`src/rtl/pol_pkg.sv`:
```
// Shared types and codes for the positional ordered list.
package pol_pkg;

  // Field widths of the request and response channels
  localparam int unsigned OP_W    = 3;
  localparam int unsigned POS_W   = 7;
  localparam int unsigned ITEM_W  = 16;
  localparam int unsigned STAT_W  = 2;
  localparam int unsigned COUNT_W = 7;

  // Operation codes
  typedef enum logic [OP_W-1:0] {
    OP_INS_FRONT = 3'd0,
    OP_INS_END   = 3'd1,
    OP_INS_POS   = 3'd2,
    OP_REM_FRONT = 3'd3,
    OP_REM_END   = 3'd4,
    OP_REM_POS   = 3'd5
  } op_e;

  // Response status codes
  typedef enum logic [STAT_W-1:0] {
    ST_DONE  = 2'd0,
    ST_RANGE = 2'd1,
    ST_FULL  = 2'd2
  } status_e;

  // Request payload
  typedef struct packed {
    logic [OP_W-1:0]   operation;
    logic [POS_W-1:0]  position;
    logic [ITEM_W-1:0] item_id;
  } req_t;

  // Response payload
  typedef struct packed {
    logic [ITEM_W-1:0]  removed_id;
    logic [STAT_W-1:0]  status;
    logic [COUNT_W-1:0] count_after;
  } rsp_t;

  // Command broadcast to every cell of the chain
  typedef struct packed {
    logic step;  // a request is accepted this cycle
    logic ins;   // open a slot at the target and shift the tail right
    logic rem;   // close the target slot and shift the tail left
  } cell_ctl_t;

endpackage

```
`src/rtl/pol_cell.sv`:
```
// One list cell: holds one entry and trades it with its neighbors.
module pol_cell #(
  parameter int unsigned ID_BITS = 16,
  parameter int unsigned IDX_W   = 6,
  parameter int unsigned INDEX   = 0
) (
  input  logic               clk_i,
  input  pol_pkg::cell_ctl_t ctl_i,
  input  logic [IDX_W-1:0]   at_i,
  input  logic [ID_BITS-1:0] id_i,
  input  logic [ID_BITS-1:0] left_i,
  input  logic [ID_BITS-1:0] right_i,
  output logic [ID_BITS-1:0] val_o,
  output logic [ID_BITS-1:0] pick_o
);
  import pol_pkg::*;

  logic [ID_BITS-1:0] val_d, val_q;
  logic [ID_BITS-1:0] pick_d, pick_q;
  logic               at_eq, at_le;

  // Compare the target position with this cell's place
  assign at_eq = (at_i == IDX_W'(INDEX));
  assign at_le = (at_i <= IDX_W'(INDEX));

  // Pick the next entry: load, take from the left, take from the right or hold
  always_comb begin
    val_d  = val_q;
    pick_d = pick_q;
    if (ctl_i.step) begin
      pick_d = (ctl_i.rem && at_eq) ? val_q : '0;
      if (ctl_i.ins && at_le) begin
        val_d = at_eq ? id_i : left_i;
      end else if (ctl_i.rem && at_le) begin
        val_d = right_i;
      end
    end
  end

  always_ff @(posedge clk_i) begin
    val_q  <= val_d;
    pick_q <= pick_d;
  end

  assign val_o  = val_q;
  assign pick_o = pick_q;

endmodule

```
`src/rtl/pol_or_tree.sv`:
```
// Two-level OR reduction that gathers the removed entry from the cells.
module pol_or_tree #(
  parameter int unsigned ID_BITS  = 16,
  parameter int unsigned CAPACITY = 64
) (
  input  logic               clk_i,
  input  logic               en_i,
  input  logic [ID_BITS-1:0] picks_i [CAPACITY],
  output logic [ID_BITS-1:0] result_o
);
  import pol_pkg::*;

  localparam int unsigned GROUP  = 32;
  localparam int unsigned GROUPS = (CAPACITY + GROUP - 1) / GROUP;

  logic [ID_BITS-1:0] grp_d [GROUPS];
  logic [ID_BITS-1:0] grp_q [GROUPS];

  // Fold each group of cells; at most one cell holds a nonzero pick
  always_comb begin
    for (int g = 0; g < GROUPS; g++) begin
      grp_d[g] = '0;
      for (int k = 0; k < GROUP; k++) begin
        if (g * GROUP + k < CAPACITY) begin
          grp_d[g] = grp_d[g] | picks_i[g * GROUP + k];
        end
      end
    end
  end

  // Hold group sums while the downstream stage stalls
  always_ff @(posedge clk_i) begin
    if (en_i) begin
      grp_q <= grp_d;
    end
  end

  // Fold the group sums
  always_comb begin
    result_o = '0;
    for (int g = 0; g < GROUPS; g++) begin
      result_o = result_o | grp_q[g];
    end
  end

endmodule

```
`src/rtl/positional_ordered_list_core.sv`:
```
// Top level of the positional ordered list: control, cell chain and response path.
//
// Bounded ordered list of identifiers kept in a chain of CAPACITY cells,
// entry 0 at the front. Each request on the in channel (valid/stall, payload
// pol_pkg::req_t) inserts at the front, the end or a position, or removes
// from the front, the end or a position. Every request gives exactly one
// response on the out channel (payload pol_pkg::rsp_t): removed identifier,
// status and the entry count after the request.
// Cells at and past the target shift one place in the cycle a successful
// request is accepted, so one request is taken per cycle while in_stall_o
// is low. A response passes the cell pick, group OR and output registers.
// The removed entry is gathered by a registered OR tree over the cells.
// When the receiver stalls, responses back up through the three stages;
// once all are full, in_stall_o rises and the list holds still.
// Reset clears the entry count and all stage valids; cell contents stay
// undefined, and only entries below the count are ever read.
// Unused operation codes give status done, no removal and the same count.
module positional_ordered_list_core #(
  parameter int unsigned CAPACITY = 64,
  parameter int unsigned ID_BITS  = 16
) (
  input  logic          clk_i,
  input  logic          rst_ni,
  input  logic          in_valid_i,
  output logic          in_stall_o,
  input  pol_pkg::req_t in_req_i,
  output logic          out_valid_o,
  input  logic          out_stall_i,
  output pol_pkg::rsp_t out_rsp_o
);
  import pol_pkg::*;

  localparam int unsigned CNT_W = $clog2(CAPACITY + 1);
  localparam int unsigned IDX_W = $clog2(CAPACITY);
  localparam int unsigned PW    = (CNT_W > POS_W) ? CNT_W : POS_W;

  logic [CNT_W-1:0]   count_d, count_q;
  logic [PW-1:0]      count_w, pos_w, at_w;
  logic               full, empty, is_ins, is_rem, ok;
  status_e            status;
  cell_ctl_t          ctl;
  logic               accept;
  logic [ID_BITS-1:0] new_id;

  logic               v1_q, v2_q, vo_q;
  logic               rdy1, rdy2, rdyo;
  status_e            st1_q, st2_q;
  logic [COUNT_W-1:0] cnt1_q, cnt2_q;
  rsp_t               rsp_q;

  logic [ID_BITS-1:0] vals  [CAPACITY];
  logic [ID_BITS-1:0] picks [CAPACITY];
  logic [ID_BITS-1:0] removed;

  // Advance the response pipeline
  assign rdyo   = !vo_q || !out_stall_i;
  assign rdy2   = !v2_q || rdyo;
  assign rdy1   = !v1_q || rdy2;
  assign accept = in_valid_i && rdy1;

  assign in_stall_o  = !rdy1;
  assign out_valid_o = vo_q;
  assign out_rsp_o   = rsp_q;

  // Decode the request against the current count
  assign count_w = PW'(count_q);
  assign pos_w   = PW'(in_req_i.position);
  assign full    = (count_q == CNT_W'(CAPACITY));
  assign empty   = (count_q == '0);
  assign new_id  = ID_BITS'(in_req_i.item_id);

  always_comb begin
    is_ins = 1'b0;
    is_rem = 1'b0;
    at_w   = '0;
    unique case (op_e'(in_req_i.operation))
      OP_INS_FRONT: begin
        is_ins = 1'b1;
      end
      OP_INS_END: begin
        is_ins = 1'b1;
        at_w   = count_w;
      end
      OP_INS_POS: begin
        is_ins = 1'b1;
        at_w   = pos_w;
      end
      OP_REM_FRONT: begin
        is_rem = 1'b1;
      end
      OP_REM_END: begin
        is_rem = 1'b1;
        at_w   = empty ? '0 : count_w - PW'(1);
      end
      OP_REM_POS: begin
        is_rem = 1'b1;
        at_w   = pos_w;
      end
      default: begin
        is_ins = 1'b0;
      end
    endcase
  end

  // Check capacity first, then the position
  always_comb begin
    ok     = 1'b1;
    status = ST_DONE;
    if (is_ins) begin
      if (full) begin
        ok     = 1'b0;
        status = ST_FULL;
      end else if (at_w > count_w) begin
        ok     = 1'b0;
        status = ST_RANGE;
      end
    end else if (is_rem) begin
      if (empty || at_w >= count_w) begin
        ok     = 1'b0;
        status = ST_RANGE;
      end
    end
  end

  assign ctl.step = accept;
  assign ctl.ins  = is_ins && ok;
  assign ctl.rem  = is_rem && ok;

  // Update the count
  always_comb begin
    count_d = count_q;
    if (accept && ctl.ins) begin
      count_d = count_q + CNT_W'(1);
    end else if (accept && ctl.rem) begin
      count_d = count_q - CNT_W'(1);
    end
  end

  // Build the chain of cells
  for (genvar i = 0; i < CAPACITY; i++) begin : g_cell
    logic [ID_BITS-1:0] left_v, right_v;
    if (i == 0) begin : g_first
      assign left_v = '0;
    end else begin : g_mid_l
      assign left_v = vals[i-1];
    end
    if (i == CAPACITY - 1) begin : g_last
      assign right_v = '0;
    end else begin : g_mid_r
      assign right_v = vals[i+1];
    end
    pol_cell #(
      .ID_BITS (ID_BITS),
      .IDX_W   (IDX_W),
      .INDEX   (i)
    ) u_cell (
      .clk_i   (clk_i),
      .ctl_i   (ctl),
      .at_i    (at_w[IDX_W-1:0]),
      .id_i    (new_id),
      .left_i  (left_v),
      .right_i (right_v),
      .val_o   (vals[i]),
      .pick_o  (picks[i])
    );
  end

  // Gather the removed entry
  pol_or_tree #(
    .ID_BITS  (ID_BITS),
    .CAPACITY (CAPACITY)
  ) u_or_tree (
    .clk_i    (clk_i),
    .en_i     (rdy2),
    .picks_i  (picks),
    .result_o (removed)
  );

  // Hold control state
  always_ff @(posedge clk_i or negedge rst_ni) begin
    if (!rst_ni) begin
      count_q <= '0;
      v1_q    <= 1'b0;
      v2_q    <= 1'b0;
      vo_q    <= 1'b0;
    end else begin
      count_q <= count_d;
      if (rdy1) begin
        v1_q <= in_valid_i;
      end
      if (rdy2) begin
        v2_q <= v1_q;
      end
      if (rdyo) begin
        vo_q <= v2_q;
      end
    end
  end

  // Carry status and count alongside the removed entry
  always_ff @(posedge clk_i) begin
    if (accept) begin
      st1_q  <= status;
      cnt1_q <= COUNT_W'(count_d);
    end
    if (rdy2) begin
      st2_q  <= st1_q;
      cnt2_q <= cnt1_q;
    end
    if (rdyo) begin
      rsp_q.removed_id  <= ITEM_W'(removed);
      rsp_q.status      <= st2_q;
      rsp_q.count_after <= cnt2_q;
    end
  end

  // Count stays within capacity
  assert property (@(posedge clk_i) disable iff (!rst_ni)
    count_q <= CNT_W'(CAPACITY))
    else $error("entry count above capacity");

  // A successful insert raises the count by one
  assert property (@(posedge clk_i) disable iff (!rst_ni)
    (accept && ctl.ins) |=> (count_q == $past(count_q) + CNT_W'(1)))
    else $error("insert did not raise count");

  // A refused request leaves the count alone
  assert property (@(posedge clk_i) disable iff (!rst_ni)
    (accept && !ctl.ins && !ctl.rem) |=> (count_q == $past(count_q)))
    else $error("refused request changed count");

  // A failed response carries no identifier
  assert property (@(posedge clk_i) disable iff (!rst_ni)
    (vo_q && rsp_q.status != ST_DONE) |-> (rsp_q.removed_id == '0))
    else $error("failed response with nonzero identifier");

  // A full pipeline with a stalled receiver stalls the sender
  assert property (@(posedge clk_i) disable iff (!rst_ni)
    (v1_q && v2_q && vo_q && out_stall_i) |-> in_stall_o)
    else $error("request taken while pipeline is blocked");

endmodule
```
`config.mk`:
```
export PLATFORM = sky130hd
export DESIGN_NAME = positional_ordered_list_core
export DESIGN_NICKNAME = d
export VERILOG_FILES = /design/src/rtl/pol_pkg.sv /design/src/rtl/pol_cell.sv /design/src/rtl/pol_or_tree.sv /design/src/rtl/positional_ordered_list_core.sv
export SDC_FILE = /design/constraint.sdc
export NUM_CORES = 2
export LEC_CHECK = 0
export ABC_AREA = 1
export BUFFER_PORTS_ARGS = -buffer_cell sky130_fd_sc_hd__buf_2
export CAP_MARGIN = 30
export CORE_MARGIN = 2
export CORE_UTILIZATION = 40
export DETAILED_ROUTE_END_ITERATION = 6
export HOLD_SLACK_MARGIN = 0.03
export PLACE_DENSITY = 0.65
export SKIP_CTS_REPAIR_TIMING = 1
export SLEW_MARGIN = 20
export SYNTH_ARGS = -nofsm -noshare
export SYNTH_HDL_FRONTEND = slang
export SYNTH_HIERARCHICAL = 1
export SYNTH_SLANG_ARGS = --single-unit
export TNS_END_PERCENT = 5
```
`constraint.sdc`:
```
create_clock -name clk_i -period 36.9 [get_ports clk_i]
set_input_delay 3.69 -clock clk_i [delete_from_list [all_inputs] [get_ports clk_i]]
set_output_delay 3.69 -clock clk_i [all_outputs]
set_load 0.02 [all_outputs]
```
; ---- Word-level counts from Yosys, hierarchy flattened
; Cells that the tools add are included.
[totals]
ff_bits = 2133
inputBits = 30
[op_classes]
addsub = 2
magnitude_cmp = 66
eq_ne = 69
mux = 208
bitwise_logic = 63
n_reduce_logical = 340
[ops]
columns = operator, count
row1 = 2-to-1 mux 16 bit, 192
row2 = OR 16 bit, 63
row3 = logical AND 1 bit, 197
row4 = "== test 6 bit, second input constant", 32
row5 = "<= comparator 6 bit, second input constant", 32
row6 = AND reduction 2 bit, 64
row7 = nonzero test 2 bit, 64
row8 = "== test 6 x 5 -> 1 bit, second input constant", 16
row9 = "<= comparator 6 x 5 -> 1 bit, second input constant", 16
row10 = "== test 6 x 4 -> 1 bit, second input constant", 8
row11 = "<= comparator 6 x 4 -> 1 bit, second input constant", 8
row12 = "== test 6 x 3 -> 1 bit, second input constant", 4
row13 = "<= comparator 6 x 3 -> 1 bit, second input constant", 4
row14 = 2-to-1 mux 7 bit, 3
row15 = case mux 7 bit (3 select lines), 1
row16 = "== test 6 x 2 -> 1 bit, second input constant", 2
row17 = "<= comparator 6 x 1 -> 1 bit, second input constant", 2
row18 = "<= comparator 6 x 2 -> 1 bit, second input constant", 2
row19 = 2-to-1 mux 1 bit, 10
row20 = "adder 7 x 1 -> 7 bit, second input constant", 1
row21 = "== test 7 bit, second input constant", 1
row22 = >= comparator 7 bit, 1
row23 = > comparator 7 bit, 1
row24 = logical NOT 7 bit, 1
row25 = other kinds (12), 23

; ---- Logic depth before layout (Yosys ltp)
[logic_depth]
ltp_word = 31
depth_mapped = 25
mapped_depth_nobuf = 24

; ---- Worst setup path before layout
; Ideal clock, no wire load.
[synth_path]
kind = input -> register
startpoint = input in_req_i[25] (netlist name)
endpoint = register g_cell[7].u_cell.val_q[0] (enable)
setup_ns = 0.429
arrival_ns = 29.399
required_ns = 36.471
slack_ns = 7.072
cell_stages = 16
n_path_buf = 0
cell_sequence = inv_1 > nor3_1 > nand2_1 > o21ai_0 > ha_1 > nand2_1 > nand2_1 > nand2_1 > nand2_1 > inv_1 > nand2_1 > nor2_4 > nor2_4 > nor3_1 > o21ai_0 > nor4_1
[synth_lines]
columns = element, line
row1 = start: declaration, positional_ordered_list_core.sv:26  ; input pol_pkg::req_t in_req_i,
row2 = end signal: assignment, pol_cell.sv:41  ; val_q <= val_d;
row3 = end: declaration, pol_cell.sv:18  ; logic [ID_BITS-1:0] val_d, val_q;

; ---- Worst setup path after layout
[layout_path]
startpoint = input out_stall_i
endpoint = register g_cell[60].u_cell.val_q[13] (enable)
[layout_via]
elab_chain_len = 6
[layout_rtl]
columns = element, line
row1 = start: declaration, positional_ordered_list_core.sv:28  ; input logic out_stall_i,
row2 = logical NOT 1 bit, positional_ordered_list_core.sv:56  ; assign rdyo = !vo_q || !out_stall_i;
row3 = logical OR 1 bit, positional_ordered_list_core.sv:56
row4 = logical OR 1 bit, positional_ordered_list_core.sv:57  ; assign rdy2 = !v2_q || rdyo;
row5 = net rdy2, positional_ordered_list_core.sv:46  ; logic rdy1, rdy2, rdyo;
row6 = logical OR 1 bit, positional_ordered_list_core.sv:58  ; assign rdy1 = !v1_q || rdy2;
row7 = logical AND 1 bit, positional_ordered_list_core.sv:59  ; assign accept = in_valid_i && rdy1;
row8 = AND reduction 2 bit (no line), --
row9 = end signal: assignment, pol_cell.sv:41
row10 = end: declaration, pol_cell.sv:18
; The timed path passes the listed nets, and every way through them passes these cells.
; A chain may end at the register's enable or synchronous reset.

==> run_results.csv <==
group,metric,value,unit
die,die-area,294000,sq um
cts,worst_skew_pair.late_latency,0.94,ns
routing,drt-total-wl,371000,um
critical_path,r2r_start,"count_q[0]$_DFF_PN0_",
timing,tightest_slew,1.07,ns
die,fp.dieW,542,um
place,place.gp.congestion,0.977,
critical_path,crit_fanout,69,
place,place_ws,27.02,ns
timing,fin_skew,0.0996,ns
critical_path,startpoint_type,"input pin",
global_routing,gr-total-overflow,0,
pwr,ir_drop,0.0422,mV
place,port-buffer-count,56,
routing,viasPerCell,5.20,
status,status,"complete, but fails checks",
pwr,finalPower,7.60,mW
routing,dr_wl_met3,39000,um
die,coreArea,288000,sq um
cts,tritoncts,"built",
cts,htree_num_levels,4,
hold_path,hp-class,"register to register",
critical_path,crit_chain,"buf_2 -> nand3_2 -> buf_4 -> nor2_1 -> nor2_4 -> buf_4 -> buf_4 -> buf_4 -> buf_4 -> buf_4 -> buf_4 -> o21ai_0 -> a21oi_1 -> buf_4",
place,dpl.hpwl,251000,um
routing,wl_met1,145000,um
final_layout,drive_above_1_share,0.0858,
final_layout,layout-area-overhead-vs-synth,9.11,%
cts,cts_made_buffers,236,
critical_path,worst_r2r_endpoint,"g_cell[26].u_cell/val_o[0]$_DFFE_PP_",
critical_path,worstPathRequired,37.46,ns
final_layout,fin_area,127000,sq um
routing,firstDrtPassIters,7,
global_routing,antenna_found_initial,11,
status,violations,"DRC",
critical_path,cp_slowest_stage_delay,0.76,ns
hold_path,min_from,"cnt2_q[2]$_DFFE_PP_",
place,dpl-instance-area,119000,sq um
synth,synthFlopType,"edfxtp_1",
die,io_pins,57,
critical_path,crit_arrival,9.57,ns
global_routing,grt_pass1_wl,544000,um
synth,ys_warn_count,6,
hold_path,holdPathEnd,"out_rsp_o[2]$_DFFE_PP_",
hold_path,min_path_cells,0,
timing,fin_setup_tns,0,ns
timing,report.final.setup_viol,0,
synth,ys_ff_latch,2133,
synth,postSynthCellCount,13700,
routing,drc_errors,1,
cts,clock_sinks,2133,
routing,dr.max_layer_used,"met5",
routing,vias,91900,
synth,async_flop_share,0.00469,
global_routing,grt_max_degree,149,
critical_path,path_common_cell,"buf_4",
timing,drv_slew,0,
synth,synth_edf_count,2123,
final_layout,final_nets,13800,
synth,syn_area_per_cell,8.46,sq um
routing,drt.antenna.violating_nets,0,
routing,route.met2.wl,169000,um
pwr,leakagePower,59.9,nW
cts,cts_buffer_depth,4,
timing,rsz0062_at_grt,"no",
pwr,power_density,60.1,nW/um^2
critical_path,worstSetupEndpointType,"register",
job,cap_viol_max_count,0,
cts,clkSlewWorstSetupHoldPaths,0.06,ns
timing,fin_crit_sh,0.244,
global_routing,track_usage,0.245,
synth,synth_seq_area_share,0.552,
routing,drt_iter0_markers,11800,
die,rows,197,
die,start_util,0.402,
timing,fmax,0.111,GHz
routing,detail_route.wl_per_cell,21.0,um
critical_path,ff2ff_setup_slack,29.96,ns
critical_path,r2r_cells,21,
synth,yosysUniqueCellTypes,59,
die,dieHeight,542,um
timing,finalWorstSetupSlack,27.89,ns
timing,fin_crit,9.01,ns
critical_path,critPathSlowestCell,"buf_4",
timing,slew_headroom,0.286,
critical_path,crit_type,"input pin to register",
synth,netlist_area,116000,sq um
cts,cts_root_buffer,"clkbuf_16",
timing,hold_viol,0,
global_routing,grt_pass1_vias,85000,
## where the power goes
part / internal [mW] / switching (mW)
combinational: 0.468 / 1.36
sequential: 3.15 / 0.341
clock: 1.29 / 0.989
total: 4.91 / 2.69
## area by class of cell
class	count	area, sq um
fill	28000	162000
inverter	2520	9520
multi-input combinational	8639	39500
sequential	2133	64000
clock buffer	299	6200
clock inverter	123	1060
timing repair buffer	185	1460
antenna	7	17.5
tap	3781	4730
## logic make-up (layout without fill, tap and decap cells)
family,count (synthesis),count (layout),synth area share
xor+xnor,6,6,0.000453
compound gates,165,165,0.0101
buf+inv,2953,3127,0.109
flops,2133,2133,0.552
other cells,1,23,0.0000323
fa+ha+maj,10,10,0.00108
simple gates,8442,8442,0.328
## worst max-delay path, delay by kind of cell
family	cells	cell delay, ns
buf+inv	9	4.88
simple gates	3	0.38
compound gates	2	0.35
## cell usage in the layout, fill, tap and decap left out, types with 97 or more instances in the layout
master     count
nand4_1      417
nor2_2       123
nand2_2       97
edfxtp_1    2123
buf_4        127
nor2_1      1495
nor2_4       121
nand3_1     1056
clkbuf_16    238
nand2_1     4828
inv_1       2435
## through the flow
step / hold slack (ns) / utilization / cells
6_report: 0.418 / 0.439 / 17700
5_1_grt: 0.423 / 0.439 / 17700
4_1_cts: 0.418 / 0.439 / 17700
3_5_place_dp: 0.405 / 0.414 / 17300
3_3_place_gp: 0.400 / 0.413 / 17200
2_1_floorplan: 0.400 / - / 13700
## layer usage
layer | vias up | track usage
met3 | 920 | 0.0450
met2 | 4753 | 0.389
met1 | 43200 | 0.327
met4 | 10 | 0.106
met5 | - | 0
li1 | 43100 | -
## flip-flops by register name (all words and copies together), names as in the netlist
signal	flops
out_valid_o	1
cnt2_q	7
out_rsp_o	25
g_cell.u_cell/val_o	1024
count_q	7
v1_q	1
st1_q	2
g_cell.u_cell/pick_o	1024
st2_q	2
v2_q	1
cnt1_q	7
u_or_tree/grp_q	32
## synth_stat cells (11+ instances only)
cell type / count / area (sq um)
nand2_1: 4831 / 18100
inv_1: 2436 / 9140
edfxtp_1: 2123 / 63800
nor2_1: 1502 / 5640
nand3_1: 1057 / 5290
nand4_1: 417 / 2610
buf_2: 186 / 931
nor2_4: 120 / 1350
nor2_2: 117 / 732
buf_6: 112 / 1260
nand2_2: 96 / 601
buf_4: 78 / 586
o21ai_0: 68 / 340
and2_1: 64 / 400
inv_2: 63 / 236
nand3_2: 59 / 591
nand3_4: 57 / 998
clkbuf_1: 44 / 165
nand2_4: 37 / 417
a21oi_1: 34 / 170
nor2_8: 34 / 681
o21bai_1: 18 / 135
a21oi_4: 16 / 260
or2_2: 16 / 100
nand4_4: 11 / 234
## worst max-delay path by stage
stage | startpoint | end | slack [ns] | cells past startpoint
after floorplan | in_req_i[25] | g_cell[7].u_cell/val_o[0]$_DFFE_PP_ | 7.07 | 16
after CTS | out_stall_i | g_cell[60].u_cell/val_o[4]$_DFFE_PP_ | 27.98 | 14
after global placement | out_stall_i | g_cell[60].u_cell/val_o[13]$_DFFE_PP_ | 27.15 | 14
after global routing | out_stall_i | g_cell[60].u_cell/val_o[4]$_DFFE_PP_ | 27.52 | 14
after detailed placement | out_stall_i | g_cell[60].u_cell/val_o[13]$_DFFE_PP_ | 27.02 | 14
final | out_stall_i | g_cell[60].u_cell/val_o[13]$_DFFE_PP_ | 27.89 | 14
No activity file was read; power rests on OpenSTA's default activity.
